## src/rtl/rab_pkg.sv

```systemverilog
// Types, constants and helper functions shared by the ray versus box slab test.
`timescale 1ns / 1ps
package rab_pkg;

    // Q16.16 limits and format
    localparam int FRAC_BITS = 16;
    localparam int NUM_W     = 49;        // |(bound - origin) << 16| fits 49 bits
    localparam int DIV_STEPS = NUM_W;     // one quotient bit per divider stage
    localparam logic signed [31:0] Q_MAX = 32'sh7FFF_FFFF;
    localparam logic signed [31:0] Q_MIN = 32'sh8000_0000;

    // Input item: ray and box
    typedef struct packed {
        logic signed [31:0] origin_x;
        logic signed [31:0] origin_y;
        logic signed [31:0] origin_z;
        logic signed [31:0] dir_x;
        logic signed [31:0] dir_y;
        logic signed [31:0] dir_z;
        logic signed [31:0] box_min_x;
        logic signed [31:0] box_min_y;
        logic signed [31:0] box_min_z;
        logic signed [31:0] box_max_x;
        logic signed [31:0] box_max_y;
        logic signed [31:0] box_max_z;
    } t_in_item;

    // Output item: hit flag, times and points
    typedef struct packed {
        logic               hit;
        logic signed [31:0] t_near;
        logic signed [31:0] t_far;
        logic signed [31:0] entry_x;
        logic signed [31:0] entry_y;
        logic signed [31:0] entry_z;
        logic signed [31:0] exit_x;
        logic signed [31:0] exit_y;
        logic signed [31:0] exit_z;
    } t_out_item;

    // Side data that travels beside the divider stages
    typedef struct packed {
        logic [2:0][31:0] org;
        logic [2:0][31:0] dir;
        logic [2:0][31:0] absd;
        logic [5:0]       neg;
        logic [2:0]       dz;
        logic             empty;
    } t_side;

    // Classified item handed from front to back: t[2a] from min, t[2a+1] from max
    typedef struct packed {
        logic [5:0][31:0] t;
        logic [2:0][31:0] org;
        logic [2:0][31:0] dir;
        logic [2:0]       dz;
        logic             empty;
    } t_slab;

    // Apply sign to a quotient magnitude and saturate to 32 bits
    function automatic logic [31:0] sat_quot(input logic [NUM_W-1:0] q, input logic neg);
        logic [31:0] res;
        begin
            if (!neg) begin
                res = (q[NUM_W-1:31] != '0) ? Q_MAX : q[31:0];
            end else begin
                if ((q[NUM_W-1:32] != '0) || (q[31] && (q[30:0] != '0))) begin
                    res = Q_MIN;
                end else begin
                    res = 32'(-q[31:0]);
                end
            end
            return res;
        end
    endfunction

    // Saturate a 64-bit signed value to 32 bits
    function automatic logic [31:0] sat64(input logic signed [63:0] v);
        logic [31:0] res;
        begin
            if (v > 64'sh0000_0000_7FFF_FFFF) begin
                res = Q_MAX;
            end else if (v < -64'sh0000_0000_8000_0000) begin
                res = Q_MIN;
            end else begin
                res = v[31:0];
            end
            return res;
        end
    endfunction

endpackage

```

## src/rtl/rab_queue.sv

```systemverilog
// Short register queue between the front and back parts.
`timescale 1ns / 1ps
module rab_queue #(
    parameter int DEPTH = 4
) (
    input  logic           i_clk,
    input  logic           i_rst_n,
    input  logic           i_push,
    input  rab_pkg::t_slab i_slab,
    input  logic           i_pop,
    output rab_pkg::t_slab o_slab,
    output logic           o_full,
    output logic           o_nonempty
);
    import rab_pkg::*;

    localparam int PTR_W = (DEPTH > 1) ? $clog2(DEPTH) : 1;
    localparam int CNT_W = $clog2(DEPTH + 1);

    t_slab              r_mem [0:DEPTH-1];
    logic [PTR_W-1:0]   r_wr_ptr;
    logic [PTR_W-1:0]   r_rd_ptr;
    logic [CNT_W-1:0]   r_count;

    assign o_full     = (r_count == CNT_W'(DEPTH));
    assign o_nonempty = (r_count != '0);
    assign o_slab     = r_mem[r_rd_ptr];

    // Store pushed items
    always_ff @(posedge i_clk) begin
        if (i_push) begin
            r_mem[r_wr_ptr] <= i_slab;
        end
    end

    // Advance pointers and count
    always_ff @(posedge i_clk) begin
        if (!i_rst_n) begin
            r_wr_ptr <= '0;
            r_rd_ptr <= '0;
            r_count  <= '0;
        end else begin
            if (i_push) begin
                r_wr_ptr <= (r_wr_ptr == PTR_W'(DEPTH - 1)) ? '0 : r_wr_ptr + 1'b1;
            end
            if (i_pop) begin
                r_rd_ptr <= (r_rd_ptr == PTR_W'(DEPTH - 1)) ? '0 : r_rd_ptr + 1'b1;
            end
            if (i_push && !i_pop) begin
                r_count <= r_count + 1'b1;
            end else if (i_pop && !i_push) begin
                r_count <= r_count - 1'b1;
            end
        end
    end

endmodule

```

## config.mk

```make
export PLATFORM = sky130hd
export DESIGN_NAME = rab_queue
export DESIGN_NICKNAME = d
export VERILOG_FILES = /design/src/rtl/rab_pkg.sv /design/src/rtl/rab_queue.sv
export SDC_FILE = /design/constraint.sdc
export NUM_CORES = 1
export LEC_CHECK = 0
export ABC_AREA = 1
export BUFFER_PORTS_ARGS = -buffer_cell sky130_fd_sc_hd__buf_2
export CORE_AREA = 10 10 391 393
export CTS_CLUSTER_SIZE = 20
export DETAILED_ROUTE_END_ITERATION = 7
export DIE_AREA = 0 0 401 403
export SYNTH_ARGS = -nofsm -noshare
export SYNTH_HDL_FRONTEND = slang
export SYNTH_SLANG_ARGS = --single-unit
export TNS_END_PERCENT = 5
```

## constraint.sdc

```tcl
create_clock -name i_clk -period 26.1 [get_ports i_clk]
set_input_delay 1.305 -clock i_clk [delete_from_list [all_inputs] [get_ports i_clk]]
set_output_delay 1.305 -clock i_clk [all_outputs]
set_load 0.05 [all_outputs]
```

# Word level (Yosys, flattened, before mapping)
# Memories as Yosys holds them, arrays and structs flattened. A register that Yosys moved wholly into a read port is not among the register bits.
# Cells that the tools add are included.
# W data, S select, Z words.
word_totals:
  regBits: 7
  mem_bits_rw: 1552
  n_memories: 1
  in_bits: 392
  elab_cells: 25
op_classes:
  eq_ne: 3
  muxes: 8
  n_addsub: 4
  n_reduce_logical: 6
memory_table:
  columns: ["memory", "words", "width", "read_ports", "rd_ports_with_merged_regs", "write_ports", "line_no", "source"]
  rows:
  - ["r_mem", 4, 388, 1, 1, 1, "rab_queue.sv:20", "t_slab r_mem [0:DEPTH-1];"]
ops:
  columns: ["operator", "count"]
  rows:
  - ["$mux W2", 4]
  - ["$mux W3", 2]
  - ["$add A2 B1 Y2 const B", 2]
  - ["$eq A2 B2 Y1 const B", 2]
  - ["$add A3 B1 Y3 const B", 1]
  - ["$eq A3 B3 Y1 const B", 1]
  - ["$reduce_bool A3 Y1", 1]
  - ["$sub A3 B1 Y3 const B", 1]
  - ["$logic_and A1 B1 Y1", 2]
  - ["$logic_not A1 Y1", 2]
  - ["$mux W1", 2]
  - ["$reduce_bool A2 Y1", 1]

# Depth between registers and ports, before layout
# Gate-level depths: netlist of the first run.
logic_depth:
  depth_word: 4
  mapped_depth: 10

# Least setup slack after synthesis of the first run
# No wires, ideal clock.
synth_path:
  path_type: "input to register"
  startpoint: "input port i_push"
  endpoint: "memory r_mem[3][0] (netlist name) (enable)"
  t_arrival_ns: 8.774
  setup_time_ns: 0.737
  slack_ns: 16.590
  cell_stages: 2
  cell_sequence: "nand2_1 inv_1"
synth_via:
  elab_chain_len: 2
synth_lines:
  columns: ["item", "line_no", "source"]
  rows:
  - ["from (decl)", "rab_queue.sv:8", "input logic i_push,"]
  - ["$mux W1", "rab_queue.sv:31", "if (i_push) begin"]
  - ["$mux W1 (implied by the code)", "rab_queue.sv:32", "r_mem[r_wr_ptr] <= i_slab;"]
  - ["to (decl)", "rab_queue.sv:20", null]
# No other way between the ends.

==> results of run 1 <==
cells in the mapped netlist:
cell type / count
nand2_1: 9
o22ai_1: 388
ha_1: 6
clkbuf_4: 3
nand3_1: 1
buf_2: 65
o21ai_0: 473
nand4_1: 1
clkbuf_2: 1
xor2_1: 1
clkbuf_1: 158
inv_1: 14
buf_1: 3
nor2_1: 785
o21ai_1: 306
fa_1: 1
buf_6: 8
inv_2: 2
nor3_1: 3
buf_4: 19
dfxtp_1: 9
edfxtp_1: 1552
a21oi_1: 3
metrics by stage:
step | cell area [sq um] | worst slack [ns] | std cells | power, W | hold slack [ns]
5_1_grt | 68100 | 18.76 | 6601 | 0.00611 | 0.578
4_1_cts | 68000 | 19.13 | 6578 | 0.00596 | 0.534
3_5_place_dp | 63000 | 19.99 | 6290 | 0.00378 | 0.526
2_1_floorplan | 57500 | 16.59 | 3811 | 0.00354 | 0.490
6_report | 68100 | 19.19 | 6609 | 0.00590 | 0.535
3_3_place_gp | 63000 | 20.07 | 6290 | 0.00377 | 0.515
routing by layer:
layer	routed length, microns	track usage	vias up
met1	60100	0.219	17200
met4	3730	0.0601	72
met3	12600	0.0624	284
met5	450	0	-
met2	73400	0.289	1070
li1	-	-	16000
worst register-to-register path: cells and delay by family (launching register included):
kind,cells,cell delay [ns]
DFF,1,0.34
buffers and inverters,5,3.22
adders and majority gates,1,0.14
and+or+nand+nor,1,0.12
cell type report:
type / count / area share
Sequential cell: 1561 / 0.687
Multi-Input combinational cell: 1977 / 0.139
Clock buffer: 215 / 0.0631
Timing Repair Buffer: 819 / 0.0629
Tap cell: 1917 / 0.0352
Clock inverter: 73 / 0.0104
Inverter: 16 / 0.00154
Antenna cell: 31 / 0.00114
path summary, 6_finish.rpt:
check,startpoint,to,slack (ns),depth (start not counted)
worst max-delay path,flip-flop,o_slab[119],19.19,7
worst max register to register,r_wr_ptr[0],r_mem[2][317],21.82,7
worst min register to register,r_count[2],r_count[2],0.54,3
worst min-delay path,r_count[2],r_count[2],0.54,3
kinds of logic (layout without fill, tap and decap cells):
logic type	count (synthesis)	after routing	synth area share
DFF	1561	1561	0.814
AOI/OAI and AO/OA	1170	1170	0.110
and+or+nand+nor	799	799	0.0523
buffers and inverters	273	1123	0.0217
adders and majority gates	7	7	0.00165
xor gates and xnor gates	1	1	0.000152
other	0	31	0
sequential cells by signal (all words and copies together), names as in the netlist, named ones only:
name,count
r_mem,1552
r_count,3
r_wr_ptr,2
r_rd_ptr,2
power breakdown:
part           internal (W)  switching [W]
registers           0.00287      0.0000260
clock network       0.00123       0.000944
logic              0.000164       0.000656
==> flow_metrics.py, run 1 <==
metrics = {
    "run_status": {
        "status": "finished, final reports clean",
    },
    "clock_tree": {
        "cts_sinks": 1561,
        "ctsResizeCount": 0,
        "cts_setup_buffers": 0,
        "cts_hold_buffers": 0,
        "htree_levels": 4,
        "cts_buffers": 160,
        "cts_tree": "built",
        "clk_latency_ns": 0.77,
        "clockRootBuffer": "clkbuf_16",
        "clkTransAtPathRegs_ns": 0.06,
        "cts_buffer_depth": 3,
    },
    "synth": {
        "ys.warnings.count": 0,
        "syn_inst": 3811,
        "synth_fp_nets": 4210,
        "netlist_area_sq_um": 57500,
        "ys_types": 23,
        "ys_ff_latch": 1561,
        "syn_avg_cell_area_sq_um": 15.1,
        "seq_area_frac_synth": 0.814,
        "synth_top_area_frac": 0.811,
        "post-synth-top-area-cell": "edfxtp_1",
        "yosys-top-cells-area": "edfxtp_1 81%, nor2_1 5.1%, o22ai_1 4.2%",
    },
    "timing": {
        "max_slew_margin": 0.218,
        "report.final.hold_viol_count": 0,
        "max_freq_ghz": 0.145,
        "rsz0062_at_grt": "no",
        "skew_ns": 0.0279,
        "tightestPinTransition_ns": 1.17,
        "fin_tns_setup_ns": 0,
        "min_period_over_period": 0.265,
        "min_period_ns": 6.91,
        "finalMaxSlewViolations": 0,
        "setup_viol": 0,
    },
    "critical_path": {
        "path_buf_inv": 5,
        "worstPathRequired_ns": 24.79,
        "cpPeakStageDelay_ns": 0.97,
        "cpLargestDelayFamily": "buffers and inverters",
        "worstPathMaxFanout": 158,
        "cp_common_cell": "buf_4",
        "crit_chain": "inv_8, buf_4, buf_4, buf_4, nor2_1, o22ai_1, buf_2",
        "slowest_stage": "buf_4",
        "cp.arrival_ns": 5.60,
        "critical_path_class": "reg2out",
        "crit_path_start_kind": "flip-flop",
        "cp-end-kind": "primary output",
    },
    "cells_and_area": {
        "num-nets-final": 4934,
        "multiInputGateArea_sq_um": 9450,
        "seqCellArea_sq_um": 46800,
        "final_cell_mix": "1552 x edfxtp_1, 785 x nor2_1, 781 x buf_2",
        "n_fill_cell": 12600,
        "layout-drive-gt1-share": 0.222,
        "final_common_cell": "edfxtp_1",
        "area_delta_synth_final_pct": 18.5,
        "fin_util": 0.470,
    },
    "pwr": {
        "p_per_area_nw_per_um2": 86.6,
        "ir_drop_mv": 0.0738,
        "leakagePower_nw": 23.3,
    },
    "route": {
        "wl_microns": 150000,
        "first_pass_iters": 5,
        "avgViaCountPerCell": 5.25,
        "post_drt_wl_per_cell_microns": 22.7,
        "ant_nets": 0,
        "vias": 34700,
        "drt_iter0_markers": 2438,
        "drc": 0,
    },
    "die": {
        "core.rowCount": 140,
        "die_y_microns": 403,
        "coreArea_sq_um": 145000,
        "die_w_microns": 401,
        "dieArea_sq_um": 162000,
        "ios": 782,
        "start_util": 0.396,
    },
    "grt": {
        "grt_usage": 0.177,
        "grt_max_degree": 180,
        "grt_pass1_vias": 33300,
        "grt_overflow": 0,
        "grt_pass1_wl_microns": 220000,
        "antenna_found_initial": 79,
    },
    "worst_hold_path": {
        "hold_path_class": "reg2reg",
    },
    "run": {
        "maxCapViolCount": 0,
    },
    "placed_design": {
        "gp_congestion": 0.774,
        "hpwlAfterDp_microns": 88700,
        "io_buffers": 781,
    },
}
Note: power is estimated with default switching activity, not from simulation.
==> run 2, diff against run 1 <==
--- a/config.mk
+++ b/config.mk
@@ -5,12 +5,12 @@
 export SDC_FILE = /design/constraint.sdc
 export NUM_CORES = 1
 export LEC_CHECK = 0
-export ABC_AREA = 1
+export ABC_AREA = 0
 export BUFFER_PORTS_ARGS = -buffer_cell sky130_fd_sc_hd__buf_2
-export CORE_AREA = 10 10 391 393
+export CORE_AREA = 10 10 387 389
 export CTS_CLUSTER_SIZE = 20
 export DETAILED_ROUTE_END_ITERATION = 7
-export DIE_AREA = 0 0 401 403
+export DIE_AREA = 0 0 397 399
 export SYNTH_ARGS = -nofsm -noshare
 export SYNTH_HDL_FRONTEND = slang
 export SYNTH_SLANG_ARGS = --single-unit
==> constraint.sdc (replaced) <==
create_clock -name i_clk -period 6 [get_ports i_clk]
set_input_delay 0.3 -clock i_clk [delete_from_list [all_inputs] [get_ports i_clk]]
set_output_delay 0.3 -clock i_clk [all_outputs]
set_load 0.05 [all_outputs]
==> flow_metrics.py, run 2 <==
metrics = {
    "run_status": {
        "status": "finished, final reports clean",
    },
    "die": {
        "ios": 782,
        "core.rowCount": 139,
        "coreArea_sq_um": 142000,
        "dieArea_sq_um": 158000,
        "die_w_microns": 397,
        "die_y_microns": 399,
        "start_util": 0.396,
    },
    "critical_path": {
        "worstPathRequired_ns": 5.70,
        "cpLargestDelayFamily": "flip-flops",
        "cpPeakStageDelay_ns": 1.04,
        "crit_path_start_kind": "flip-flop",
        "slowest_stage": "dfxtp_4",
        "worstPathMaxFanout": 78,
        "crit_chain": "buf_12, mux4_2, buf_2",
        "critical_path_class": "reg2out",
        "rr_startpoint": "r_wr_ptr[0]",
        "path_buf_inv": 2,
        "cp.arrival_ns": 3.44,
        "cp-end-kind": "primary output",
    },
    "worst_hold_path": {
        "hold_path_class": "in2reg",
        "worstHoldStart": "i_slab[40]",
    },
    "placed_design": {
        "hpwlAfterDp_microns": 85000,
        "pre_cts_ws_ns": 2.95,
        "io_buffers": 781,
        "dp.cells": 4713,
        "gp_congestion": 0.773,
    },
    "route": {
        "wl_microns": 134000,
        "first_pass_iters": 5,
        "drt-met1-wl_microns": 50600,
        "post_drt_wl_per_cell_microns": 24.7,
        "avgViaCountPerCell": 5.04,
        "met2_length_microns": 67700,
        "dr_wl_met3_microns": 11500,
        "drt_iter0_markers": 1962,
        "drc": 0,
        "ant_nets": 0,
        "maxUsedRoutingLayer": "met5",
        "vias": 27300,
    },
    "cells_and_area": {
        "top_register": "r_mem",
        "final_common_cell": "edfxtp_1",
        "layout-drive-gt1-share": 0.412,
        "top_regs": "r_mem: 1552 flops, r_count: 3 flops",
        "area_delta_synth_final_pct": 27.0,
        "largest_reg_flops": 1552,
        "stdcell_count": 5410,
        "num-nets-final": 3762,
        "fin_util": 0.503,
        "final_cell_mix": "1552 x edfxtp_1, 781 x buf_2, 391 x dlygate4sd3_1",
    },
    "clock_tree": {
        "htree_levels": 4,
        "clkTransAtPathRegs_ns": 0.06,
        "cts_tree": "built",
        "clk_latency_ns": 0.77,
        "cts_sinks": 1561,
        "cts_buffers": 160,
        "ctsResizeCount": 0,
        "cts_buffer_depth": 3,
        "clockRootBuffer": "clkbuf_16",
    },
    "synth": {
        "syn_avg_cell_area_sq_um": 27.3,
        "syn_inst": 2070,
        "post-synth-top-count-cell": "edfxtp_1",
        "ys.warnings.count": 0,
        "seq_area_frac_synth": 0.829,
        "ys_types": 22,
        "synth_common_cells": "1552 x edfxtp_1, 388 x mux4_2, 40 x buf_2",
        "synth-edff-count": 1552,
        "yosys-top-cells-area": "edfxtp_1 83%, mux4_2 15%, buf_6 0.74%",
        "synthFlopType": "edfxtp_1",
        "synth_fp_nets": 2469,
        "async_reset_ff_frac": 0,
        "synth_top_area_frac": 0.826,
        "netlist_area_sq_um": 56500,
        "ys_ff_latch": 1561,
        "post-synth-top-area-cell": "edfxtp_1",
    },
    "run": {
        "maxCapViolCount": 0,
    },
    "pwr": {
        "clockPowerShare": 0.374,
        "cellInternalPower_w": 0.0191,
        "seqPwrFrac": 0.494,
        "switchingPower_w": 0.00649,
        "power_frac_comb": 0.132,
        "sw_frac_of_total": 0.253,
        "p_per_area_nw_per_um2": 357,
        "ir_drop_mv": 0.299,
        "leakagePower_nw": 24.1,
    },
    "timing": {
        "min_period_ns": 3.74,
        "finalMaxSlewViolations": 0,
        "tightestPinTransition_ns": 1.24,
        "worst_hold_slack_ns": 0.270,
        "setup_slack_ns": 2.26,
        "rsz0062_at_grt": "no",
        "skew_ns": 0.0373,
        "fin_tns_setup_ns": 0,
        "max_freq_ghz": 0.268,
        "setup_viol": 0,
        "min_period_over_period": 0.623,
        "max_slew_margin": 0.175,
        "report.final.hold_viol_count": 0,
    },
    "grt": {
        "grt_pass1_wl_microns": 198000,
        "grt_overflow": 0,
        "grt_usage": 0.166,
        "grt_pass1_vias": 29700,
        "grt_max_degree": 145,
        "antenna_found_initial": 26,
    },
}
## run 2: cell types whose count changed in the layout (fill, tap and decap cells not counted), moves of 12 or more
cell	change
nor2_1	-784
mux4_2	+388
dlygate4sd3_1	+391
clkbuf_1	-20
diode_2	-12
o21ai_1	-306
o21ai_0	-472
o22ai_1	-388
## run 2: worst paths after layout
path / endpoint / slack, ns / depth (start not counted)
max: o_slab[259] / 2.26 / 3
min: r_mem[3][40] / 0.27 / 2
min reg2reg: r_count[2] / 0.54 / 2
max reg2reg: r_mem[1][243] / 3.26 / 3
## run 2: repair_timing
item / in CTS / in global routing
hold buffers: 391 / 0
endpoints found under the hold margin: 1561 / 0
buffers inserted: 0 / 0
## run 2: per-stage QoR
step                power [W]  area (sq um)
floorplan              0.0152         56500
global placement       0.0160         62600
detailed placement     0.0161         62600
CTS                    0.0259         71600
global route           0.0265         71700
finish                 0.0256         71700
## run 2: logic make-up after synthesis
kind of cell / Yosys count / share of synthesized area
flops: 1561 / 0.829
mux: 392 / 0.155
buf+inv: 90 / 0.0118
simple gates: 15 / 0.00162
fa+ha+maj: 7 / 0.00168
compound gates: 3 / 0.000355
xor+xnor: 2 / 0.000310
## run 2: per-layer routing
layer / vias to the layer above / GRT usage
li1: 11700 / -
met1: 14300 / 0.203
met2: 1036 / 0.277
met3: 210 / 0.0586
met4: 16 / 0.0532
met5: - / 0
## run 2: final cells by class
type	count	area (sq um)
Fill cell	11200	70800
Sequential cell	1561	46800
Multi-Input combinational cell	419	9010
Timing Repair Buffer	1217	8320
Clock buffer	199	4300
Tap cell	1903	2380
Clock inverter	88	807
Antenna cell	19	47.5
Inverter	4	15.0
## run 2: power by group through the flow
stage / clock, W / combinational [W] / sequential [W]
after floorplan: 0 / 0.00225 / 0.0130
after global placement: 0 / 0.00316 / 0.0128
after detailed placement: 0 / 0.00320 / 0.0129
after CTS: 0.00981 / 0.00344 / 0.0126
after global routing: 0.0103 / 0.00356 / 0.0127
final: 0.00957 / 0.00339 / 0.0126
